File: config.mk
export PLATFORM = sky130hd
export DESIGN_NAME = mau_ctrl
export DESIGN_NICKNAME = d
export VERILOG_FILES = /design/src/design/mau_pkg.sv /design/src/design/mau_ctrl.sv
export SDC_FILE = /design/constraint.sdc
export NUM_CORES = 1
export LEC_CHECK = 0
export BUFFER_PORTS_ARGS = -buffer_cell sky130_fd_sc_hd__buf_2
export CELL_PAD_IN_SITES_DETAIL_PLACEMENT = 0
export CELL_PAD_IN_SITES_GLOBAL_PLACEMENT = 2
export CORE_MARGIN = 2
export CORE_UTILIZATION = 23
export CTS_CLUSTER_DIAMETER = 150
export DETAILED_ROUTE_END_ITERATION = 16
export GPL_ROUTABILITY_DRIVEN = 0
export PLACE_DENSITY_LB_ADDON = 0.1
export SLEW_MARGIN = 20
export SYNTH_ARGS = -nofsm -noshare
export SYNTH_HDL_FRONTEND = slang
export SYNTH_SLANG_ARGS = --single-unit
export TNS_END_PERCENT = 20
File: constraint.sdc
create_clock -name i_clk -period 2.3 [get_ports i_clk]
set_clock_uncertainty 0.05 [all_clocks]
set_input_delay 0.345 -clock i_clk [delete_from_list [all_inputs] [get_ports i_clk]]
set_output_delay 0.345 -clock i_clk [all_outputs]
set_load 0.01 [all_outputs]
File: src/design/mau_pkg.sv
package mau_pkg;

    localparam int Dim       = 4;
    localparam int FracBits  = 16;
    localparam int Cells     = Dim * Dim;
    localparam int IdxW      = $clog2(Cells);
    localparam int KW        = $clog2(Dim);

    localparam logic [3:0] CMD_WR_OPD = 4'd0;
    localparam logic [3:0] CMD_WR_ACC = 4'd1;
    localparam logic [3:0] CMD_IDENT  = 4'd2;
    localparam logic [3:0] CMD_CLEAR  = 4'd3;
    localparam logic [3:0] CMD_ADD    = 4'd4;
    localparam logic [3:0] CMD_SUB    = 4'd5;
    localparam logic [3:0] CMD_MATMUL = 4'd6;
    localparam logic [3:0] CMD_SCALE  = 4'd7;
    localparam logic [3:0] CMD_DIVIDE = 4'd8;
    localparam logic [3:0] CMD_READ   = 4'd9;

    typedef struct packed {
        logic [3:0]         cmd;
        logic [1:0]         row;
        logic [1:0]         col;
        logic signed [31:0] value;
    } t_in_item;

    typedef struct packed {
        logic signed [31:0] read_value;
        logic               status;
    } t_out_item;

    // datapath operations issued by the controller
    localparam logic [2:0] OP_NONE  = 3'd0;
    localparam logic [2:0] OP_ELEM  = 3'd1; // write/identity/clear, or per-element op on acc[i]
    localparam logic [2:0] OP_MAC   = 3'd2; // one product of matmul
    localparam logic [2:0] OP_DIVST = 3'd3; // start a divide of acc[i]

    typedef struct packed {
        logic [2:0]      op;
        logic [3:0]      cmd;
        logic [IdxW-1:0] idx;
        logic [KW-1:0]   k;
        logic            first;   // first product of a matmul cell; with OP_NONE, latch the scalar
        logic            last;    // last product of a matmul cell
        logic            commit;  // copy the matmul buffer into the accumulator
    } t_dp_cmd;

    typedef struct packed {
        logic div_busy;
        logic mac_busy;
    } t_dp_sts;

    function automatic logic signed [31:0] sat32(input logic signed [65:0] x);
        if (x > 66'sd2147483647) return 32'sh7fffffff;
        if (x < -66'sd2147483648) return 32'sh80000000;
        return x[31:0];
    endfunction

endpackage

File: src/design/mau_ctrl.sv
module mau_ctrl (
    input  logic              i_clk,
    input  logic              i_rst_n,
    input  logic              i_in_valid,
    output logic              o_in_stall,
    input  mau_pkg::t_in_item i_item,
    output mau_pkg::t_dp_cmd  o_cmd,
    input  mau_pkg::t_dp_sts  i_sts,
    input  logic signed [31:0] i_rd,
    output logic              o_out_valid,
    input  logic              i_out_stall,
    output mau_pkg::t_out_item o_out
);
    localparam int IdxW = mau_pkg::IdxW;
    localparam int KW   = mau_pkg::KW;
    localparam logic [2:0] S_IDLE  = 3'd0;
    localparam logic [2:0] S_SCAL  = 3'd1; // scale: multiply then write
    localparam logic [2:0] S_ELEM  = 3'd2;
    localparam logic [2:0] S_MAC   = 3'd3;
    localparam logic [2:0] S_DRAIN = 3'd4;
    localparam logic [2:0] S_DIV   = 3'd5;
    localparam logic [2:0] S_DWAIT = 3'd6;

    logic [2:0]      r_state;
    logic [IdxW-1:0] r_idx;
    logic [KW-1:0]   r_k;
    logic [3:0]      r_cmd;
    logic            r_ov;
    mau_pkg::t_out_item r_out;
    logic            w_acc;
    logic            w_oc;

    assign w_oc = !r_ov || !i_out_stall;
    assign o_in_stall = (r_state != S_IDLE) || !w_oc;
    assign w_acc = i_in_valid && !o_in_stall;

    always_comb begin
        o_cmd = '0;
        o_cmd.cmd = r_cmd;
        o_cmd.idx = r_idx;
        o_cmd.k   = r_k;
        case (r_state)
            S_IDLE: begin
                o_cmd.cmd = i_item.cmd;
                o_cmd.first = w_acc; // latch scalar
                if (w_acc && (i_item.cmd inside {mau_pkg::CMD_WR_OPD, mau_pkg::CMD_WR_ACC,
                                                 mau_pkg::CMD_IDENT, mau_pkg::CMD_CLEAR}))
                    o_cmd.op = mau_pkg::OP_ELEM;
            end
            S_ELEM:  o_cmd.op = mau_pkg::OP_ELEM;
            S_MAC: begin
                o_cmd.op    = mau_pkg::OP_MAC;
                o_cmd.first = (r_k == '0);
                o_cmd.last  = (r_k == KW'(mau_pkg::Dim - 1));
            end
            S_DRAIN: o_cmd.commit = !i_sts.mac_busy;
            S_DIV:   o_cmd.op = mau_pkg::OP_DIVST;
            default: ;
        endcase
    end

    always_ff @(posedge i_clk) begin
        if (!i_rst_n) begin
            r_state <= S_IDLE;
            r_ov    <= 1'b0;
            r_idx   <= '0;
            r_k     <= '0;
            r_cmd   <= '0;
        end else begin
            if (w_acc) r_ov <= 1'b1;
            else if (r_ov && !i_out_stall) r_ov <= 1'b0;
            case (r_state)
                S_IDLE: if (w_acc) begin
                    r_cmd <= i_item.cmd;
                    r_idx <= '0;
                    r_k   <= '0;
                    r_out.read_value <= (i_item.cmd == mau_pkg::CMD_READ) ? i_rd : '0;
                    r_out.status <= (i_item.cmd == mau_pkg::CMD_DIVIDE) &&
                                    (i_item.value == '0);
                    case (i_item.cmd)
                        mau_pkg::CMD_ADD, mau_pkg::CMD_SUB: r_state <= S_ELEM;
                        mau_pkg::CMD_SCALE:  r_state <= S_SCAL;
                        mau_pkg::CMD_MATMUL: r_state <= S_MAC;
                        mau_pkg::CMD_DIVIDE:
                            r_state <= (i_item.value == '0) ? S_ELEM : S_DIV;
                        default: r_state <= S_IDLE;
                    endcase
                end
                S_SCAL: r_state <= S_ELEM;  // product registered for r_idx
                S_ELEM: begin
                    r_idx <= r_idx + 1'b1;
                    if (r_idx == IdxW'(mau_pkg::Cells - 1)) r_state <= S_IDLE;
                    else if (r_cmd == mau_pkg::CMD_SCALE) r_state <= S_SCAL;
                end
                S_MAC: begin
                    r_k <= r_k + 1'b1;
                    if (r_k == KW'(mau_pkg::Dim - 1)) begin
                        r_idx <= r_idx + 1'b1;
                        if (r_idx == IdxW'(mau_pkg::Cells - 1)) r_state <= S_DRAIN;
                    end
                end
                S_DRAIN: if (!i_sts.mac_busy) r_state <= S_IDLE;
                S_DIV: r_state <= S_DWAIT;
                S_DWAIT: if (!i_sts.div_busy) begin
                    r_idx <= r_idx + 1'b1;
                    r_state <= (r_idx == IdxW'(mau_pkg::Cells - 1)) ? S_IDLE : S_DIV;
                end
                default: r_state <= S_IDLE;
            endcase
        end
    end

    assign o_out_valid = r_ov;
    assign o_out = r_out;
endmodule

==> flow_summary_export.csv, run 1 <==
group,metric,value,unit
global_route,antenna_found_initial,0,
power_and_ir_drop,power_density,593,nW/µm²
synthesis,synth_area,2260,µm²
global_route,grt_pass1_wl,9.31,mm
final_layout,area_growth,38.4,%
route,drtAntennaViolNets,0,
job,maxCapViolCount,0,
setup_path,cp_slowest_cell,"dfxtp_1",
sta,grt_setup_unrepaired,"false",
sta,hold_viol_final,0,
sta,slew_headroom,41.9,%
synthesis,synth_enable_flop_cells,33,
synthesis,syn-num-nets,282,
final_layout,diodes,0,
route,wire_per_inst,13.3,µm
synthesis,synth_cell_types,46,
setup_path,cp_top_family,"buffers and inverters",
floorplanning,die_h,103,µm
setup_path,r2r_end,"r_state[0]",
synthesis,yosysTopAreaCell,"edfxtp_1",
synthesis,ys_seq_elements,47,
floorplanning,die_x,103,µm
route,dr.pass1.iters,4,
cts,cts_sinks,47,
route,avgViaCountPerCell,4.17,
setup_path,rrSetupSlack,0.64,ns
final_layout,final_cell_mix,"buf_2 (123), and2_1 (35), edfxtp_1 (33), nand2_1 (19), dfxtp_1 (14)",
synthesis,yosysWarnings,0,
route,drc,0,
sta,fmax,505,MHz
final_layout,layout_commonest_cell,"buf_2",
cts,cts.clk_slew.worst_paths,0.09,ns
synthesis,synth-main-ff-cell,"edfxtp_1",
place,io_buffer_count,123,
floorplanning,rows,36,
place,place_inst,453,
route,dr_total_vias,1916,
global_route,gr-total-overflow,0,
setup_path,critPathKind,"reg2out",
cts,post_cts_buffers,0,
setup_path,critical_path.endpoint_type,"output port",
setup_path,required,1.90,ns
floorplanning,pin_count,129,
cts,cts_resized,0,
power_and_ir_drop,total_power,0.00186,W
cts,htree_levels,2,
global_route,grt_pass1_vias,1831,
final_layout,multiInputGateArea,933,µm²
setup_path,worstSetupStartpointType,"flip-flop",
final_layout,drive_gt1_share,44.3,%
cts,clockRootBuffer,"clkbuf_8",
global_route,grt_use_total,11.5,%
floorplanning,start_util,23.4,%
final_layout,layout.area.seq,1270,µm²
power_and_ir_drop,power.leakage,1.37,nW
setup_path,worstSetupEndpoint,"o_cmd[11]",
final_layout,fin_cells,460,
sta,worst_slew_pin_slew,0.872,ns
setup_path,cp.arrival,1.59,ns
synthesis,syn-instance-count,201,
setup_path,critPathLaunch,"r_state[2]",
sta,setup_viol,0,
place,hpwlAfterDp,4.66,mm
setup_path,worst_r2r_startpoint,"r_state[1]",
sta,min_period,1.98,ns
synthesis,seq_area_frac_synth,56.1,%
min_path,hold_path.class,"in2reg",
synthesis,synth_area_leaders,"edfxtp_1 (44%), dfxtp_1 (12%), and2_1 (9.7%)",
floorplanning,fp.dieArea,10700,µm²
synthesis,syn_area_per_cell,11.3,µm²
final_layout,nets,408,
cts,ctsHoldBuffers,0,
sta,tns,0,ns
setup_path,cp.buffers_inverters,2,
route,drtIter0Drc,38,
run_status,status,"completed",
global_route,grt_max_degree,34,
cts,clock_latency,0.30,ns
setup_path,path_depth,4,
power_and_ir_drop,ir_drop,304,µV
sta,min_period_over_period,86.1,%
cts,cts_tree,"done",
route,routed_wl,6.14,mm
sta,drv_slew,0,
cts,clock_path_buffers,2,
synthesis,synthArstFlopShare,0,%
final_layout,fill_cells,1034,
setup_path,reg2reg_depth,6,
floorplanning,core_area,9680,µm²
setup_path,cp_max_fo,7,
cts,numCtsBuffers,5,
setup_path,critPathMaxStageDelay,0.34,ns
setup_path,path_cells,"nor3_4, buf_4, mux2_2, buf_2",
synthesis,synth.top_cell.area_share,43.8,%
-- how the worst min path moves through the flow --
stage | from | endpoint | cells after the start
final | i_rd[24] | o_out[25] | 2
after global routing | i_rd[12] | o_out[13] | 2
after CTS | i_rd[12] | o_out[13] | 2
after detailed placement | r_cmd[2] | r_cmd[2] | 2
after global placement | r_cmd[2] | r_cmd[2] | 2
after floorplan | r_cmd[2] | r_cmd[2] | 2
-- cells in the mapped netlist (2+ instances only) --
master and instances:
buf_2 3, and3b_1 3, a21oi_1 3, inv_1 2, nand3_1 9, a21boi_1 7
o21ai_0 2, and3_1 4, edfxtp_1 33, nor4_1 9, buf_4 3, and2_1 35
clkbuf_1 4, o21ai_1 5, ha_1 3, nand4_1 3, nor2b_1 3, dfxtp_1 14
nand4b_1 2, mux2_2 4, nor2_1 3, and2b_1 2, nand2_1 19, mux2i_1 2
a21boi_0 3
-- area by class of cell --
cell class	instances	share of cell area, %
Clock buffer	5	2.20
Clock inverter	2	0.439
Inverter	2	0.240
Multi-Input combinational cell	142	29.8
Sequential cell	47	40.6
Tap cell	133	5.31
Timing Repair Buffer	129	21.5
-- worst register-to-register path: stages (launching register included) --
cell and delay, ns:
dfxtp_1 0.39, buf_4 0.23, nor2b_2 0.30, o211ai_1 0.17
nand4_1 0.17, a21oi_1 0.06, a31o_1 0.18
-- power breakdown --
part / internal [W] / total, W / switching (W)
combinational: 0.000175 / 0.000384 / 0.000208
sequential: 0.000962 / 0.000982 / 0.0000200
clock: 0.000209 / 0.000495 / 0.000286
-- through the flow --
step	hold WS, ns	setup slack [ns]	util (%)	area [µm²]
2_1_floorplan	0.396	0.0345	-	2260
3_3_place_gp	0.414	0.445	31.5	3050
3_5_place_dp	0.415	0.386	31.5	3050
4_1_cts	0.254	0.268	32.4	3130
5_1_grt	0.245	0.243	32.4	3130
6_report	0.264	0.320	32.4	3130
-- logic make-up (layout without fill, tap and decap cells) --
logic type	after synthesis	in the layout	share of synthesized area (%)
AO/OA/AOI/OAI	30	30	9.45
AND/OR/NAND/NOR	101	101	26.7
adder cells (fa/ha/maj)	3	3	1.66
flip-flops	47	47	56.1
XOR/XNOR	1	1	0.387
buffers and inverters	12	138	2.65
other	1	1	0.166
multiplexers	6	6	2.87
-- layer usage --
metal / global-route usage [%] / wire length [µm] / vias to the layer above
met5: 0 / 0 / -
met4: 2.43 / 29 / 0
met3: 3.70 / 381 / 2
met2: 20.4 / 3060 / 61
met1: 13.6 / 2670 / 874
li1: - / - / 979
-- flip-flops by register name (all words and copies together), names as in the netlist --
name / count
o_out: 33
o_out_valid: 1
r_cmd: 4
r_idx: 4
r_k: 2
r_state: 3
No activity file was read; power rests on OpenSTA's default activity.
==> inputs of run 2 (changes only) <==
Settings changed: PLACE_DENSITY_LB_ADDON 0.1 to 0.2.
==> run 2 against run 1 <==
Against the previous run: design area is 0.20% higher; first-iteration DRC count up 42%; flip-flop and latch count stayed put; wire length decreased by 1.5%; non-clock buffer count is the same; core utilization grew 0.065 points; largest cell class unchanged; die area is the same; register-to-register slack worse by 0.11 ns.
==> flow_summary_export.csv, run 2 (same netlist as run 1, synthesis figures left out) <==
group,metric,value,unit
final_layout,diodes,0,
setup_path,critPathKind,"reg2out",
global_route,grt_use_total,11.3,%
cts,htree_levels,2,
cts,clock_latency,0.29,ns
final_layout,layout_commonest_cell,"buf_2",
route,wire_per_inst,13.1,µm
setup_path,cp.arrival,1.62,ns
global_route,gr-total-overflow,0,
place,hpwlAfterDp,4.65,mm
global_route,grt_pass1_vias,1854,
cts,ctsHoldBuffers,0,
floorplanning,fp.dieArea,10700,µm²
route,avgViaCountPerCell,4.20,
cts,clock_path_buffers,2,
place,dpl_cell_area,3050,µm²
final_layout,nets,408,
final_layout,final_cell_mix,"buf_2 (123), and2_1 (35), edfxtp_1 (33), nand2_1 (19), dfxtp_1 (14)",
sta,worst_slew_pin_slew,0.889,ns
sta,grt_setup_unrepaired,"false",
cts,numCtsBuffers,5,
setup_path,worstSetupStartpointType,"flip-flop",
final_layout,final_area,3140,µm²
final_layout,fill_cells,1050,
setup_path,cp_max_fo,10,
setup_path,required,1.90,ns
floorplanning,core_area,9680,µm²
sta,fmax,496,MHz
min_path,hold_path.class,"in2reg",
route,drc,0,
cts,cts_sinks,47,
sta,min_period,2.02,ns
global_route,antenna_found_initial,0,
global_route,grt_max_degree,34,
floorplanning,die_h,103,µm
floorplanning,start_util,23.4,%
sta,hold_viol_final,0,
sta,slew_headroom,40.8,%
floorplanning,rows,36,
cts,clockRootBuffer,"clkbuf_8",
place,io_buffer_count,123,
floorplanning,die_x,103,µm
floorplanning,pin_count,129,
cts,cts.clk_slew.worst_paths,0.09,ns
run_status,status,"completed",
cts,cts_tree,"done",
power_and_ir_drop,power_density,593,nW/µm²
cts,cts_resized,0,
final_layout,largest_reg_flops,33,
route,routed_wl,6.04,mm
power_and_ir_drop,power.leakage,1.37,nW
route,dr_total_vias,1935,
final_layout,area_growth,38.7,%
sta,drv_slew,0,
sta,min_period_over_period,87.7,%
power_and_ir_drop,ir_drop,223,µV
sta,tns,0,ns
global_route,grt_pass1_wl,9.28,mm
route,dr.pass1.iters,4,
route,drtAntennaViolNets,0,
final_layout,drive_gt1_share,44.2,%
cts,post_cts_buffers,0,
job,maxCapViolCount,0,
sta,setup_viol,0,
route,drtIter0Drc,54,
setup_path,critical_path.endpoint_type,"output port",
==> run 2: report_power, final <==
part | switching, W | leakage [nW] | total [W] | internal [W]
logic | 0.000204 | 0.897 | 0.000379 | 0.000174
clock network | 0.000288 | 0.0418 | 0.000500 | 0.000212
registers | 0.0000221 | 0.427 | 0.000984 | 0.000962
total | 0.000515 | 1.37 | 0.00186 | 0.00135
==> run 2: layer usage <==
layer | part of all wire [%] | GRT usage, %
met1 | 46 | 14.9
met3 | 7.4 | 3.29
met5 | 0 | 0
met4 | 0.48 | 2.83
met2 | 46 | 18.3
==> run 2: layout make-up <==
cell class | instances | area [µm²] | area share, %
sequential | 47 | 1270 | 40.5
tap | 133 | 166 | 5.30
clock inverter | 3 | 20.0 | 0.637
inverter | 2 | 7.51 | 0.239
timing repair buffer | 129 | 673 | 21.4
clock buffer | 5 | 68.8 | 2.19
multi-input combinational | 142 | 933 | 29.7
==> run 2: critical path, cell delays in order (launching register included) <==
cell and delay, ns:
dfxtp_1 0.39, nor3_4 0.38, mux2_2 0.41, buf_2 0.15
==> run 2: worst paths after layout <==
path                                  from         to  slack (ns)  depth (start not counted)
worst max-delay path            r_state[1]   o_cmd[9]        0.28                          3
worst min-delay path               i_rd[0]   o_out[1]        0.27                          2
worst max register to register  r_state[1]  o_out[17]        0.53                          4
worst min register to register    r_cmd[2]   r_cmd[2]        0.42                          2
==> run 2: per-stage QoR <==
stage / hold slack (ns) / util (%) / power, W / cells / worst slack [ns]
after floorplan: 0.396 / - / 0.00121 / 201 / 0.0345
after global placement: 0.415 / 31.5 / 0.00139 / 453 / 0.409
after detailed placement: 0.418 / 31.5 / 0.00139 / 453 / 0.405
after CTS: 0.255 / 32.4 / 0.00190 / 461 / 0.251
after global routing: 0.259 / 32.4 / 0.00197 / 461 / 0.189
final: 0.266 / 32.4 / 0.00186 / 461 / 0.282
